### src/rtl/slx_pkg.sv
// Shared types and constants for the SQL token lexer
`timescale 1ns / 1ps
package slx_pkg;
  localparam int unsigned MaxTokenLen = 32;

  localparam logic [5:0] K_END    = 6'd0;
  localparam logic [5:0] K_ERROR  = 6'd1;
  localparam logic [5:0] K_IDENT  = 6'd2;
  localparam logic [5:0] K_NUMBER = 6'd3;
  localparam logic [5:0] K_STRING = 6'd4;
  localparam logic [5:0] K_SEMI   = 6'd5;
  localparam logic [5:0] K_EQ     = 6'd6;
  localparam logic [5:0] K_LT     = 6'd7;
  localparam logic [5:0] K_LE     = 6'd8;
  localparam logic [5:0] K_GT     = 6'd9;
  localparam logic [5:0] K_GE     = 6'd10;
  localparam logic [5:0] K_COMMA  = 6'd11;
  localparam logic [5:0] K_DOT    = 6'd12;
  localparam logic [5:0] K_COLON  = 6'd13;
  localparam logic [5:0] K_LBRACE = 6'd14;
  localparam logic [5:0] K_RBRACE = 6'd15;
  localparam logic [5:0] K_LPAREN = 6'd16;
  localparam logic [5:0] K_RPAREN = 6'd17;
  localparam logic [5:0] K_KW0    = 6'd18;

  // command from front to back
  typedef enum logic [1:0] {
    CMD_SINGLE = 2'd0,  // one result without text
    CMD_TEXT   = 2'd1   // replay buffered text, kind given
  } cmd_e;

  typedef struct packed {
    cmd_e       cmd;
    logic [5:0] kind;
    logic [5:0] len;    // text length for CMD_TEXT
    logic       last;   // final command of this byte
  } cmd_t;

  // keyword text, packed 8 chars, first char in low byte
  function automatic logic [63:0] kw_word(input logic [3:0] k);
    logic [63:0] w;
    case (k)
      4'd0:  w = {16'h0, "etaerc"};
      4'd1:  w = {24'h0, "elbat"};
      4'd2:  w = {40'h0, "tni"};
      4'd3:  w = {32'h0, "rahc"};
      4'd4:  w = {32'h0, "morf"};
      4'd5:  w = {16'h0, "tresni"};
      4'd6:  w = {32'h0, "otni"};
      4'd7:  w = {16'h0, "seulav"};
      4'd8:  w = {16'h0, "tceles"};
      4'd9:  w = {24'h0, "erehw"};
      4'd10: w = {24'h0, "renni"};
      4'd11: w = {32'h0, "nioj"};
      4'd12: w = {48'h0, "no"};
      4'd13: w = {16'h0, "eteled"};
      4'd14: w = {8'h0, "yramirp"};
      default: w = {40'h0, "yek"};
    endcase
    return w;
  endfunction

  function automatic logic [3:0] kw_len(input logic [3:0] k);
    logic [3:0] l;
    case (k)
      4'd0, 4'd5, 4'd7, 4'd8, 4'd13: l = 4'd6;
      4'd1, 4'd9, 4'd10:             l = 4'd5;
      4'd2, 4'd15:                   l = 4'd3;
      4'd12:                         l = 4'd2;
      4'd14:                         l = 4'd7;
      default:                       l = 4'd4;
    endcase
    return l;
  endfunction
endpackage

### src/rtl/sql_token_lexer_core.sv
// Top level of the streaming SQL token lexer
// The front closes or extends a pending token and, unless that uses the byte up, treats
// it as in idle; requests pass a two-entry queue to the back end and its output register,
// and results wait while pop is held off. The front takes no new byte until the last is
// done; replay reads one character at a time; a new text token waits for the last replay.
// Reset (rst_ni low, asynchronous): idle mode, empty queues, no result shown.
`timescale 1ns / 1ps
module sql_token_lexer_core import slx_pkg::*; #(
  parameter int unsigned MaxLen = MaxTokenLen
) (
  input  logic       clk_i,
  input  logic       rst_ni,
  input  logic       push,
  output logic       full,
  input  logic [7:0] in_byte_i,
  output logic       empty,
  input  logic       pop,
  output logic [5:0] token_kind_o,
  output logic [7:0] text_char_o,
  output logic       has_text_o,
  output logic       token_end_o,
  output logic       run_last_o
);
  localparam int unsigned AW = $clog2(MaxLen);

  logic          cq_push, cq_full, buf_busy, wr_en;
  cmd_t          cq_cmd;
  logic [AW-1:0] wr_addr, rd_addr;
  logic [7:0]    wr_data, rd_data;

  // front: classify bytes, buffer text, issue requests
  slx_front #(.MaxLen(MaxLen)) u_front (
    .clk_i, .rst_ni, .push_i(push), .in_byte_i, .full_o(full),
    .cq_push_o(cq_push), .cq_cmd_o(cq_cmd), .cq_full_i(cq_full),
    .wr_en_o(wr_en), .wr_addr_o(wr_addr), .wr_data_o(wr_data),
    .buf_busy_i(buf_busy)
  );

  // token text store
  slx_ram #(.Width(8), .Depth(MaxLen)) u_text (
    .clk_i, .we_i(wr_en), .waddr_i(wr_addr), .wdata_i(wr_data),
    .raddr_i(rd_addr), .rdata_o(rd_data)
  );

  // back: request queue, replay, output register
  slx_back #(.MaxLen(MaxLen)) u_back (
    .clk_i, .rst_ni, .cq_push_i(cq_push), .cq_cmd_i(cq_cmd), .cq_full_o(cq_full),
    .buf_busy_o(buf_busy), .rd_addr_o(rd_addr), .rd_data_i(rd_data),
    .pop_i(pop), .empty_o(empty), .token_kind_o, .text_char_o, .has_text_o,
    .token_end_o, .run_last_o
  );
endmodule

### src/rtl/slx_ram.sv
// Generic single-port-write, registered-read RAM
`timescale 1ns / 1ps
module slx_ram #(
  parameter int unsigned Width = 8,
  parameter int unsigned Depth = 32
) (
  input  logic                     clk_i,
  input  logic                     we_i,
  input  logic [$clog2(Depth)-1:0] waddr_i,
  input  logic [Width-1:0]         wdata_i,
  input  logic [$clog2(Depth)-1:0] raddr_i,
  output logic [Width-1:0]         rdata_o
);
  logic [Width-1:0] mem_q [Depth];

  always_ff @(posedge clk_i) begin
    if (we_i) mem_q[waddr_i] <= wdata_i;
    rdata_o <= mem_q[raddr_i];
  end
endmodule

### src/rtl/slx_front.sv
// Front end: byte classification, mode tracking, text buffering, keyword match
`timescale 1ns / 1ps
module slx_front import slx_pkg::*; #(
  parameter int unsigned MaxLen = MaxTokenLen
) (
  input  logic       clk_i,
  input  logic       rst_ni,
  input  logic       push_i,
  input  logic [7:0] in_byte_i,
  output logic       full_o,
  // command queue write side
  output logic       cq_push_o,
  output cmd_t       cq_cmd_o,
  input  logic       cq_full_i,
  // text buffer write side
  output logic                      wr_en_o,
  output logic [$clog2(MaxLen)-1:0] wr_addr_o,
  output logic [7:0]                wr_data_o,
  // buffer busy while back has queued or active requests
  input  logic       buf_busy_i
);
  localparam logic [2:0] M_IDLE = 3'd0, M_IDENT = 3'd1, M_NUMBER = 3'd2,
                         M_STRING = 3'd3, M_LESS = 3'd4, M_GREATER = 3'd5;
  localparam int unsigned AW = $clog2(MaxLen);
  localparam logic [5:0] MaxLen6 = 6'(MaxLen);

  logic [2:0]  mode_q, mode_d;
  logic [5:0]  len_q, len_d;
  logic        ovf_q, ovf_d;
  logic [63:0] kwbuf_q, kwbuf_d;   // first eight chars for keyword matching
  // a byte may cause up to two commands; stage them over cycles
  logic        busy_q, busy_d;
  logic [7:0]  byte_q, byte_d;
  logic [1:0]  ph_q, ph_d;         // phase within one byte
  logic        fire;

  // idle classification
  function automatic logic is_digit(input logic [7:0] c);
    return c >= "0" && c <= "9";
  endfunction
  function automatic logic is_alpha(input logic [7:0] c);
    return (c >= "A" && c <= "Z") || (c >= "a" && c <= "z");
  endfunction
  // bytes that give no result when seen in idle
  function automatic logic idle_quiet(input logic [7:0] c);
    return c == " " || c == 8'h09 || c == 8'h0d || c == 8'h0a || c == "<" || c == ">" ||
           c == "'" || is_digit(c) || is_alpha(c) || c == "_";
  endfunction

  logic [7:0] c, lc;
  logic       ident_kw;
  logic [5:0] kw_kind;
  cmd_t       cmd;
  logic       emit, done;

  assign full_o = busy_q;

  always_comb begin
    ident_kw = 1'b0;
    kw_kind  = K_IDENT;
    for (int k = 15; k >= 0; k--) begin
      if ({2'b0, kw_len(4'(k))} == len_q && !ovf_q &&
          kw_word(4'(k)) == kwbuf_q) begin
        ident_kw = 1'b1;
        kw_kind  = K_KW0 + 6'(k);
      end
    end
  end

  always_comb begin
    c = byte_q;
    lc = (c >= "A" && c <= "Z") ? c + 8'd32 : c;
    mode_d = mode_q; len_d = len_q; ovf_d = ovf_q; kwbuf_d = kwbuf_q;
    busy_d = busy_q; byte_d = byte_q; ph_d = ph_q;
    emit = 1'b0; done = 1'b0;
    cmd = '{cmd: CMD_SINGLE, kind: K_ERROR, len: len_q, last: 1'b0};
    wr_en_o = 1'b0;
    wr_addr_o = len_q[AW-1:0];
    wr_data_o = lc;

    if (!busy_q) begin
      if (push_i) begin
        busy_d = 1'b1; byte_d = in_byte_i; ph_d = 2'd0;
      end
    end else if (ph_q == 2'd0) begin
      // close or extend a pending token
      case (mode_q)
        M_IDENT, M_NUMBER: begin
          if ((mode_q == M_IDENT && (is_digit(c) || is_alpha(c) || c == "_")) ||
              (mode_q == M_NUMBER && is_digit(c))) begin
            if (len_q < MaxLen6) begin
              if (!buf_busy_i) begin
                wr_en_o = 1'b1;
                if (len_q < 6'd8) kwbuf_d[len_q[2:0]*8 +: 8] = lc;
                len_d = len_q + 6'd1;
                done = 1'b1;
              end
            end else begin
              ovf_d = 1'b1; done = 1'b1;
            end
          end else begin
            emit = 1'b1;
            // last request of the byte when the closing byte itself gives nothing
            cmd.last = idle_quiet(c);
            if (ovf_q) cmd.kind = K_ERROR;
            else if (mode_q == M_IDENT && ident_kw) cmd.kind = kw_kind;
            else begin
              cmd.cmd  = CMD_TEXT;
              cmd.kind = (mode_q == M_IDENT) ? K_IDENT : K_NUMBER;
            end
            if (!cq_full_i) begin mode_d = M_IDLE; ph_d = 2'd1; end
          end
        end
        M_STRING: begin
          if (c == "'") begin
            emit = 1'b1; cmd.last = 1'b1;
            if (ovf_q) cmd.kind = K_ERROR;
            else begin cmd.cmd = CMD_TEXT; cmd.kind = K_STRING; end
            if (!cq_full_i) begin mode_d = M_IDLE; done = 1'b1; end
          end else if (c == 8'd0) begin
            emit = 1'b1; cmd.kind = K_ERROR;
            if (!cq_full_i) begin mode_d = M_IDLE; ph_d = 2'd1; end
          end else if (len_q < MaxLen6) begin
            if (!buf_busy_i) begin
              wr_en_o = 1'b1; wr_data_o = c;
              len_d = len_q + 6'd1; done = 1'b1;
            end
          end else begin
            ovf_d = 1'b1; done = 1'b1;
          end
        end
        M_LESS, M_GREATER: begin
          emit = 1'b1;
          if (c == "=") begin
            cmd.kind = (mode_q == M_LESS) ? K_LE : K_GE; cmd.last = 1'b1;
            if (!cq_full_i) begin mode_d = M_IDLE; done = 1'b1; end
          end else begin
            cmd.kind = (mode_q == M_LESS) ? K_LT : K_GT;
            cmd.last = idle_quiet(c);
            if (!cq_full_i) begin mode_d = M_IDLE; ph_d = 2'd1; end
          end
        end
        default: ph_d = 2'd1;
      endcase
    end else begin
      // byte as seen in idle
      cmd.last = 1'b1;
      case (c)
        " ", 8'h09, 8'h0d, 8'h0a: done = 1'b1;
        8'h00: begin emit = 1'b1; cmd.kind = K_END; end
        ";":   begin emit = 1'b1; cmd.kind = K_SEMI; end
        "=":   begin emit = 1'b1; cmd.kind = K_EQ; end
        ",":   begin emit = 1'b1; cmd.kind = K_COMMA; end
        ".":   begin emit = 1'b1; cmd.kind = K_DOT; end
        ":":   begin emit = 1'b1; cmd.kind = K_COLON; end
        "{":   begin emit = 1'b1; cmd.kind = K_LBRACE; end
        "}":   begin emit = 1'b1; cmd.kind = K_RBRACE; end
        "(":   begin emit = 1'b1; cmd.kind = K_LPAREN; end
        ")":   begin emit = 1'b1; cmd.kind = K_RPAREN; end
        "<":   begin mode_d = M_LESS; done = 1'b1; end
        ">":   begin mode_d = M_GREATER; done = 1'b1; end
        "'":   begin
          mode_d = M_STRING; len_d = '0; ovf_d = 1'b0; kwbuf_d = '0; done = 1'b1;
        end
        default: begin
          if (is_digit(c) || is_alpha(c) || c == "_") begin
            // new token overwrites buffer; wait until replay has read it
            if (!buf_busy_i) begin
              wr_en_o = 1'b1; wr_addr_o = '0;
              mode_d = is_digit(c) ? M_NUMBER : M_IDENT;
              len_d = 6'd1; ovf_d = 1'b0;
              kwbuf_d = {56'h0, lc};
              done = 1'b1;
            end
          end else begin
            emit = 1'b1; cmd.kind = K_ERROR;
          end
        end
      endcase
      if (emit && !cq_full_i) done = 1'b1;
      if (emit && cq_full_i) done = 1'b0;
    end
    if (done) busy_d = 1'b0;
  end

  assign fire = emit && !cq_full_i;
  assign cq_push_o = fire;
  assign cq_cmd_o  = cmd;

  always_ff @(posedge clk_i or negedge rst_ni) begin
    if (!rst_ni) begin
      mode_q <= M_IDLE; len_q <= '0; ovf_q <= 1'b0; busy_q <= 1'b0; ph_q <= '0;
    end else begin
      mode_q <= mode_d; len_q <= len_d; ovf_q <= ovf_d; busy_q <= busy_d;
      ph_q <= ph_d;
    end
  end

  always_ff @(posedge clk_i) begin
    kwbuf_q <= kwbuf_d;
    byte_q  <= byte_d;
  end
endmodule

### src/rtl/slx_back.sv
// Back end: command queue and result generation with text replay
`timescale 1ns / 1ps
module slx_back import slx_pkg::*; #(
  parameter int unsigned MaxLen = MaxTokenLen
) (
  input  logic       clk_i,
  input  logic       rst_ni,
  input  logic       cq_push_i,
  input  cmd_t       cq_cmd_i,
  output logic       cq_full_o,
  output logic       buf_busy_o,
  output logic [$clog2(MaxLen)-1:0] rd_addr_o,
  input  logic [7:0] rd_data_i,
  input  logic       pop_i,
  output logic       empty_o,
  output logic [5:0] token_kind_o,
  output logic [7:0] text_char_o,
  output logic       has_text_o,
  output logic       token_end_o,
  output logic       run_last_o
);
  localparam int unsigned AW = $clog2(MaxLen);

  // two-entry command queue
  cmd_t       q_mem [2];
  logic       wp_q, rp_q;
  logic [1:0] cnt_q;
  // replay engine
  logic       act_q;       // command in progress
  cmd_t       cur_q;
  logic [5:0] idx_q;       // next address to read
  logic       rv_q;        // read data valid this cycle
  logic [5:0] rix_q;       // index of data in flight
  // output register
  logic       ov_q;
  logic [5:0] ok_q;
  logic [7:0] oc_q;
  logic       oh_q, oe_q, ol_q;

  logic take_cmd, cq_pop, out_free, issue, fin, ov_set;

  assign cq_full_o  = cnt_q[1];
  assign out_free   = !ov_q || pop_i;
  // text is owned by the back end from enqueue until its last read
  assign buf_busy_o = (cnt_q != 2'd0) || act_q;
  assign take_cmd   = !act_q && cnt_q != 2'd0;
  assign cq_pop     = take_cmd;
  // read issue: only when the output can absorb the data next cycle
  assign issue = act_q && cur_q.cmd == CMD_TEXT && cur_q.len != 6'd0 &&
                 idx_q < cur_q.len && !rv_q && out_free;
  assign rd_addr_o = idx_q[AW-1:0];
  assign fin = rv_q && (rix_q + 6'd1 == cur_q.len);
  // output register loaded this cycle
  assign ov_set = rv_q || (act_q && !take_cmd && out_free &&
                           (cur_q.cmd != CMD_TEXT || cur_q.len == 6'd0));

  assign empty_o      = !ov_q;
  assign token_kind_o = ok_q;
  assign text_char_o  = oc_q;
  assign has_text_o   = oh_q;
  assign token_end_o  = oe_q;
  assign run_last_o   = ol_q;

  always_ff @(posedge clk_i) begin
    if (cq_push_i) q_mem[wp_q] <= cq_cmd_i;
    if (take_cmd) cur_q <= q_mem[rp_q];
  end

  always_ff @(posedge clk_i or negedge rst_ni) begin
    if (!rst_ni) begin
      wp_q <= 1'b0; rp_q <= 1'b0; cnt_q <= '0; act_q <= 1'b0;
      idx_q <= '0; rv_q <= 1'b0; rix_q <= '0; ov_q <= 1'b0;
    end else begin
      if (cq_push_i) wp_q <= !wp_q;
      if (cq_pop) rp_q <= !rp_q;
      cnt_q <= cnt_q + {1'b0, cq_push_i} - {1'b0, cq_pop};
      if (ov_set) ov_q <= 1'b1;
      else if (ov_q && pop_i) ov_q <= 1'b0;
      if (take_cmd) begin
        act_q <= 1'b1; idx_q <= '0;
      end else if (act_q) begin
        if (cur_q.cmd != CMD_TEXT || cur_q.len == 6'd0) begin
          if (out_free) act_q <= 1'b0;
        end else begin
          if (issue) begin idx_q <= idx_q + 6'd1; rix_q <= idx_q; end
          rv_q <= issue;
          if (fin) act_q <= 1'b0;
        end
      end
    end
  end

  always_ff @(posedge clk_i) begin
    if (act_q && !take_cmd) begin
      if (cur_q.cmd != CMD_TEXT || cur_q.len == 6'd0) begin
        if (out_free) begin
          ok_q <= cur_q.kind; oc_q <= '0; oh_q <= 1'b0; oe_q <= 1'b1;
          ol_q <= cur_q.last;
        end
      end else if (rv_q) begin
        ok_q <= cur_q.kind; oc_q <= rd_data_i; oh_q <= 1'b1;
        oe_q <= fin; ol_q <= fin && cur_q.last;
      end
    end
  end
endmodule

### config.mk
export PLATFORM = sky130hd
export DESIGN_NAME = sql_token_lexer_core
export DESIGN_NICKNAME = d
export VERILOG_FILES = /design/src/rtl/slx_pkg.sv /design/src/rtl/sql_token_lexer_core.sv /design/src/rtl/slx_ram.sv /design/src/rtl/slx_front.sv /design/src/rtl/slx_back.sv
export SDC_FILE = /design/constraint.sdc
export NUM_CORES = 1
export LEC_CHECK = 0
export ABC_AREA = 1
export BUFFER_PORTS_ARGS = -buffer_cell sky130_fd_sc_hd__buf_2
export CELL_PAD_IN_SITES_DETAIL_PLACEMENT = 2
export CELL_PAD_IN_SITES_GLOBAL_PLACEMENT = 2
export CORE_MARGIN = 4
export CORE_UTILIZATION = 45
export CTS_BUF_LIST = sky130_fd_sc_hd__clkbuf_2
export CTS_CLUSTER_DIAMETER = 100
export DETAILED_ROUTE_END_ITERATION = 8
export PLACE_DENSITY_LB_ADDON = 0.1
export SLEW_MARGIN = 10
export SYNTH_ARGS = -nofsm -noshare
export SYNTH_HDL_FRONTEND = slang
export SYNTH_SLANG_ARGS = --single-unit
### constraint.sdc
create_clock -name clk_i -period 5.3 [get_ports clk_i]
set_input_delay 1.59 -clock clk_i [delete_from_list [all_inputs] [get_ports clk_i]]
set_output_delay 1.59 -clock clk_i [all_outputs]
set_load 0.05 [all_outputs]
# == Word level (Yosys, flattened, before mapping) ==
# Memory sizes are Yosys's and may differ from the RTL's. A register that Yosys moved wholly into a read port is not among the register bits.
# Cells that the tools add are included.
# op_classes
addsub,7
multipliers,0
div,0
magnitude_cmp,9
eq_ne,71
n_shift,2
mux,183
bitwise,3
n_reduce_logical,96
# ops
cell,n
$mux 64,8
$eq 47x64->1 const A,5
$eq 31x64->1 const A,4
$mux 6,36
$eq 39x64->1 const A,3
$eq 23x64->1 const A,2
$pmux 64 s2,1
$mux 8,13
$eq 8x6->1 const B,11
$mux 1,83
$bwmux 64,1
$eq 15x64->1 const A,1
$eq 55x64->1 const A,1
$shift 8x34->64 const A,1
$shiftx 8x34->64,1
$pmux 5 s10,1
$logic_and 1x1->1,43
$neg 6->34,1
$ne 3x3->1 const B,10
$mux 5,5
$eq 3x6->1 const A,4
$eq 8x4->1 const B,3
$eq 8x7->1 const B,3
$mux 3,8
other kinds (54),122
# word_totals
regBits,121
latchBits,0
ram_bits,286
mem_bits_ro,0
input_bits,12
out_inout_bits,19
n_memories,2
# mem_list
name,words,width,rd,rd_ports_with_merged_regs,wr,line_no,rtl
u_text.mem_q,32,8,1,1,1,slx_ram.sv:14,logic [Width-1:0] mem_q [Depth];
u_back.q_mem,2,15,1,1,1,slx_back.sv:25,cmd_t q_mem [2];

# == Depth between registers and ports, before layout ==
# depth
ltp_word,26
mapped_depth,21
mapped_depth_nobuf,20

# == By module ==
# From an unflattened synthesis, not the netlist that was laid out.
# hier_totals
cells_unflattened,2181
hier_area_um2,20763.7
# modules_own_cells
mod,n_inst,cells_each,area_each_um2
slx_ram,1,922,10786.6
slx_front,1,953,6506.2
slx_back,1,306,3470.8

# == Least setup slack after synthesis ==
# Ideal clock, no wire load.
# synth_path
path_kind,reg2reg
from,register u_front.byte_q[3]
to,"register u_front.kwbuf_q[10], enable pin"
setup_ns,0.410
arrival_time_ns,3.069
setup_slack_ns,1.821
path_stages_with_launch,12
n_path_buf,1
synth_period_minus_slack_ns,3.479
cell_sequence,edfxtp_1 buf_6 nand2_1 nor4_2 nor3b_2 nand2_2 nand2_1 nand2_1 nand3_1 a21oi_1 nand2_1 inv_1
# synth_between
elab_chain_cells,9
# synth_rtl
element,line_no,rtl
from (decl),slx_front.sv:33,"logic [7:0] byte_q, byte_d;"
from (signal assigned),slx_front.sv:201,byte_q <= byte_d;
$ge 8x7->1 or $le 8x7->1 (tied branches),slx_front.sv:42,"return (c >= ""A"" && c <= ""Z"") || (c >= ""a"" && c <= ""z"");"
$logic_and 1x1->1,slx_front.sv:42,
$logic_or 1x1->1,slx_front.sv:42,
$logic_or 1x1->1 (2 in a row),"slx_front.sv:89, slx_front.sv:166",
$logic_and 1x1->1,slx_front.sv:89,"if ((mode_q == M_IDENT && (is_digit(c) || is_alpha(c) || c == ""_"")) ||"
$logic_or 1x1->1,slx_front.sv:89,
$ne 2x2->1 (no source line),-,
$reduce_and 9->1 (no source line) (*),-,
to (signal assigned),slx_front.sv:200,kwbuf_q <= kwbuf_d;
to (decl),slx_front.sv:30,"logic [63:0] kwbuf_q, kwbuf_d;"
# Every way passes the cells marked *; elsewhere a longest branch is shown, timed or not.
# A chain may end at the register's enable or synchronous reset.

# == Final worst setup path ==
# layout_path
from,register u_front.byte_q[4]
to,"memory u_text.mem_q[10][3], enable pin"
# layout_between
elab_chain_cells,13
# layout_rtl
element,line_no,rtl
$ge 8x7->1 or $le 8x7->1 (tied branches),slx_front.sv:42,
$logic_and 1x1->1,slx_front.sv:42,
$logic_or 1x1->1,slx_front.sv:42,
$logic_or 1x1->1 (2 in a row),"slx_front.sv:89, slx_front.sv:166",
$logic_and 1x1->1,slx_front.sv:89,
$logic_or 1x1->1,slx_front.sv:89,
$mux 1,slx_front.sv:89,
$pmux 1 s2,slx_front.sv:87,case (mode_q)
$mux 1,slx_front.sv:85,end else if (ph_q == 2'd0) begin
$mux 1,slx_front.sv:81,if (!busy_q) begin
$mux 1,slx_ram.sv:17,if (we_i) mem_q[waddr_i] <= wdata_i;
$mux 1 (implied by the code),slx_ram.sv:17,
to (decl),slx_ram.sv:14,
# Several ways; a longest one is shown, not always the timed one.

==> metrics.cfg <==
[run_status]
status = finished, final reports clean

[critical_path]
slowest_stage = nor2_1
crit_fanout = 35
cp_cell_sequence = buf_4, nand2_1, nor2_2, a22oi_2, inv_2, nand2_1, nand2_1, a21oi_1, nand2_1, nand3_2, inv_4, nand4_4, nor2_1
max_stage_delay_ns = 0.75
crit_required_ns = 6.06
crit_cells = 13
critical_path.startpoint_type = flip-flop
ff2ff_path_depth = 13
worstSetupStartpoint = u_front.byte_q[4]
worstSetupEndpointType = flip-flop
cpMostUsedCell = nand2_1
arrival_ns = 4.76
reg2reg_from = u_front.byte_q[4]
path_delay_family = simple AND/OR/NAND/NOR gates
path_class = reg -> reg
cp_num_buf_inv = 3

[logic_synthesis]
synthesis.nets = 2103
synth_fa_ha_area_share_pct = 1.23
syn_area_sq_um = 20300
ys.flop_type = edfxtp_1
seq_area_frac_synth_pct = 61.8
synth-edff-count = 387
synthMuxAreaShare_pct = 0
yosys.cell_count.top_type = nor2_1
synthSimpleGateAreaFrac_pct = 19.8
synth_xor_area_share_pct = 0.690
syn_inst = 2071
synth.top_cell.area_share_pct = 57.2
synth_compound_area_share_pct = 11.4
synth_area_leader_cell = edfxtp_1
synth_top_family_by_area = simple AND/OR/NAND/NOR gates
ys_types = 61
netlist_top_cells_count = nor2_1 (409), edfxtp_1 (387), nand2_1 (297)
avgSynthCellArea_sq_um = 9.81
yosys_warnings = 0
ys_seq_elements = 426
async_flop_share_pct = 7.28
synth_area_leaders = edfxtp_1 (57%), nor2_1 (7.6%), o21ai_0 (5.5%), nand2_1 (5.5%), dfrtp_1 (3.8%)

[sta]
skew_ns = 0.0792
grt_setup_unrepaired = no
maxSlewViolCount = 0
slew_headroom_pct = 22.2
hold_viol_final = 0
setup_viol = 0
setup_tns_ns = 0
fin_crit_sh_pct = 75.6
fin_crit_ns = 4.01
fmaxAchievable_mhz = 250
worstMarginPinSlew_ns = 1.16

[floorplan]
io_pins = 31
dieArea_sq_um = 48600
design.core.area_sq_um = 44400
die_x_um = 220
row_count = 77
die_h_um = 220
start_util_pct = 45.7

[global_routing]
gr-total-overflow = 0
groute.usage.overall_pct = 33.5
grt.busiest_layer = met2
grt_pass1_wl_mm = 120
grtUsageMet1_pct = 41.0
grt_max_degree = 93
antenna_found_initial = 3
first_global_vias = 19000
use_met3_pct = 7.48
use_met2_pct = 56.9

[clocking]
cts_buffers = 109
cts-root-buf = clkbuf_2
path_clk_slew_ns = 0.11
cts_hold_buf = 0
post_cts_resized = 0
insertion_delay_ns = 1.20
cts_setup_buffers = 0
htree_num_levels = 3
clockBufferDepth = 3
cts_tree = yes
clock-sinks = 426

[cells_and_area]
final-seq-area_sq_um = 12600
fill_cells = 4770
nets = 2182
multiInputGateArea_sq_um = 6770
drive_gt1_share_pct = 13.3
layoutNonFillerInstCount = 2837
finalInstanceArea_sq_um = 22100
syn_to_final_growth_pct = 8.87

[placed_design]
io_buffers = 30
dp_hpwl_mm = 53.3
gp_congestion = 0.912
post_dp_cell_area_sq_um = 21100
dp.cells = 2631

[drt]
wl_per_cell_um = 28.7
antenna_left = 0
wirelength_mm = 81.3
drt_pass1_iterations = 5
via_per_inst = 6.09
num_vias = 17300
drc_errors = 0
first_iter_violations = 1522

[pwr]
p_per_area_nw_per_um2 = 482
power_leakage_nw = 8.29
vdd_ir_drop_max_v = 0.000365

[min_path]
worstHoldPathCells = 0
hp-start = u_back.cur_q[10]
hp-class = reg -> reg

[job]
cap_violations = 0

## layout make-up
type	instances	share of cell area [%]
diodes	4	0.0453
clock buffers	173	3.92
clock inverters	29	0.787
inverters	180	3.08
multi-input cells	1384	30.6
flip-flops and latches	426	56.8
well taps	592	3.35
repair buffers	49	1.38
## sequential cells by signal (all words and copies together), names as in the netlist, 2 cells and up
signal               count
u_front.kwbuf_q         64
u_front.mode_q           3
u_back.q_mem            28
u_text.mem_q           256
u_front.byte_q           8
u_back.idx_q             6
u_back.rix_q             6
u_back.cnt_q             2
u_back.cur_q            14
u_back.token_kind_o      6
u_back.text_char_o       8
u_front.len_q            6
u_text.rdata_o           8
## power breakdown
group	leakage, nW	internal (W)	switching (W)
Clock	0.803	0.000960	0.00152
Combinational	3.50	0.000838	0.00280
Sequential	3.99	0.00421	0.000319
Total	8.29	0.00601	0.00464
## cell usage in the layout (no fill, tap or decap), types with 3 or more instances in the layout
cell type / count
a21oi_1: 78
o21ai_0: 222
o21bai_1: 3
o31ai_1: 6
nor3_1: 37
o21ai_1: 4
nand4_1: 44
clkbuf_2: 173
xor2_1: 10
dfrtp_1: 29
buf_4: 18
nand2_2: 5
nand3_1: 93
inv_1: 159
ha_1: 20
diode_2: 4
nor2_2: 11
o211ai_1: 4
clkinv_2: 4
inv_2: 18
nand2_1: 297
a211oi_1: 6
buf_2: 30
clkinv_1: 22
o22ai_1: 74
nand3_2: 3
dfxtp_1: 8
nor2_1: 409
edfxtp_1: 387
nor4_1: 6
nor2_4: 3
xnor2_1: 5
## through the flow
stage	util [%]	worst slack (ns)	total power (W)	hold WS, ns
6_report	49.8	1.29	0.0106	0.422
5_1_grt	49.8	1.16	0.0112	0.456
4_1_cts	49.8	1.34	0.0106	0.422
3_5_place_dp	47.4	1.48	0.00805	0.406
3_3_place_gp	47.4	1.72	0.00773	0.401
2_1_floorplan	-	1.82	0.00668	0.400
## layer usage
layer,wire length [um],vias up
li1,-,7451
met1,32200,8799
met2,39900,779
met3,5510,244
met4,3740,2
met5,9,-
## worst paths after layout
| path | end | slack (ns) |
|---|---|---|
| max | u_text.mem_q[10][3] | 1.29 |
| min | u_back.token_kind_o[3] | 0.42 |
| max reg2reg | u_text.mem_q[10][3] | 1.29 |
| min reg2reg | u_back.token_kind_o[3] | 0.42 |
| max in group asynchronous | u_back.idx_q[0] | 4.13 |
| min in group asynchronous | u_front.len_q[3] | 0.51 |
## cell families after synthesis
logic type | after synthesis
xor gates and xnor gates | 16
adders and majority gates | 20
and+or+nand+nor | 930
AOI/OAI and AO/OA | 418
buffers and inverters | 261
DFF | 426
Note: power is estimated with default switching activity, not from simulation.
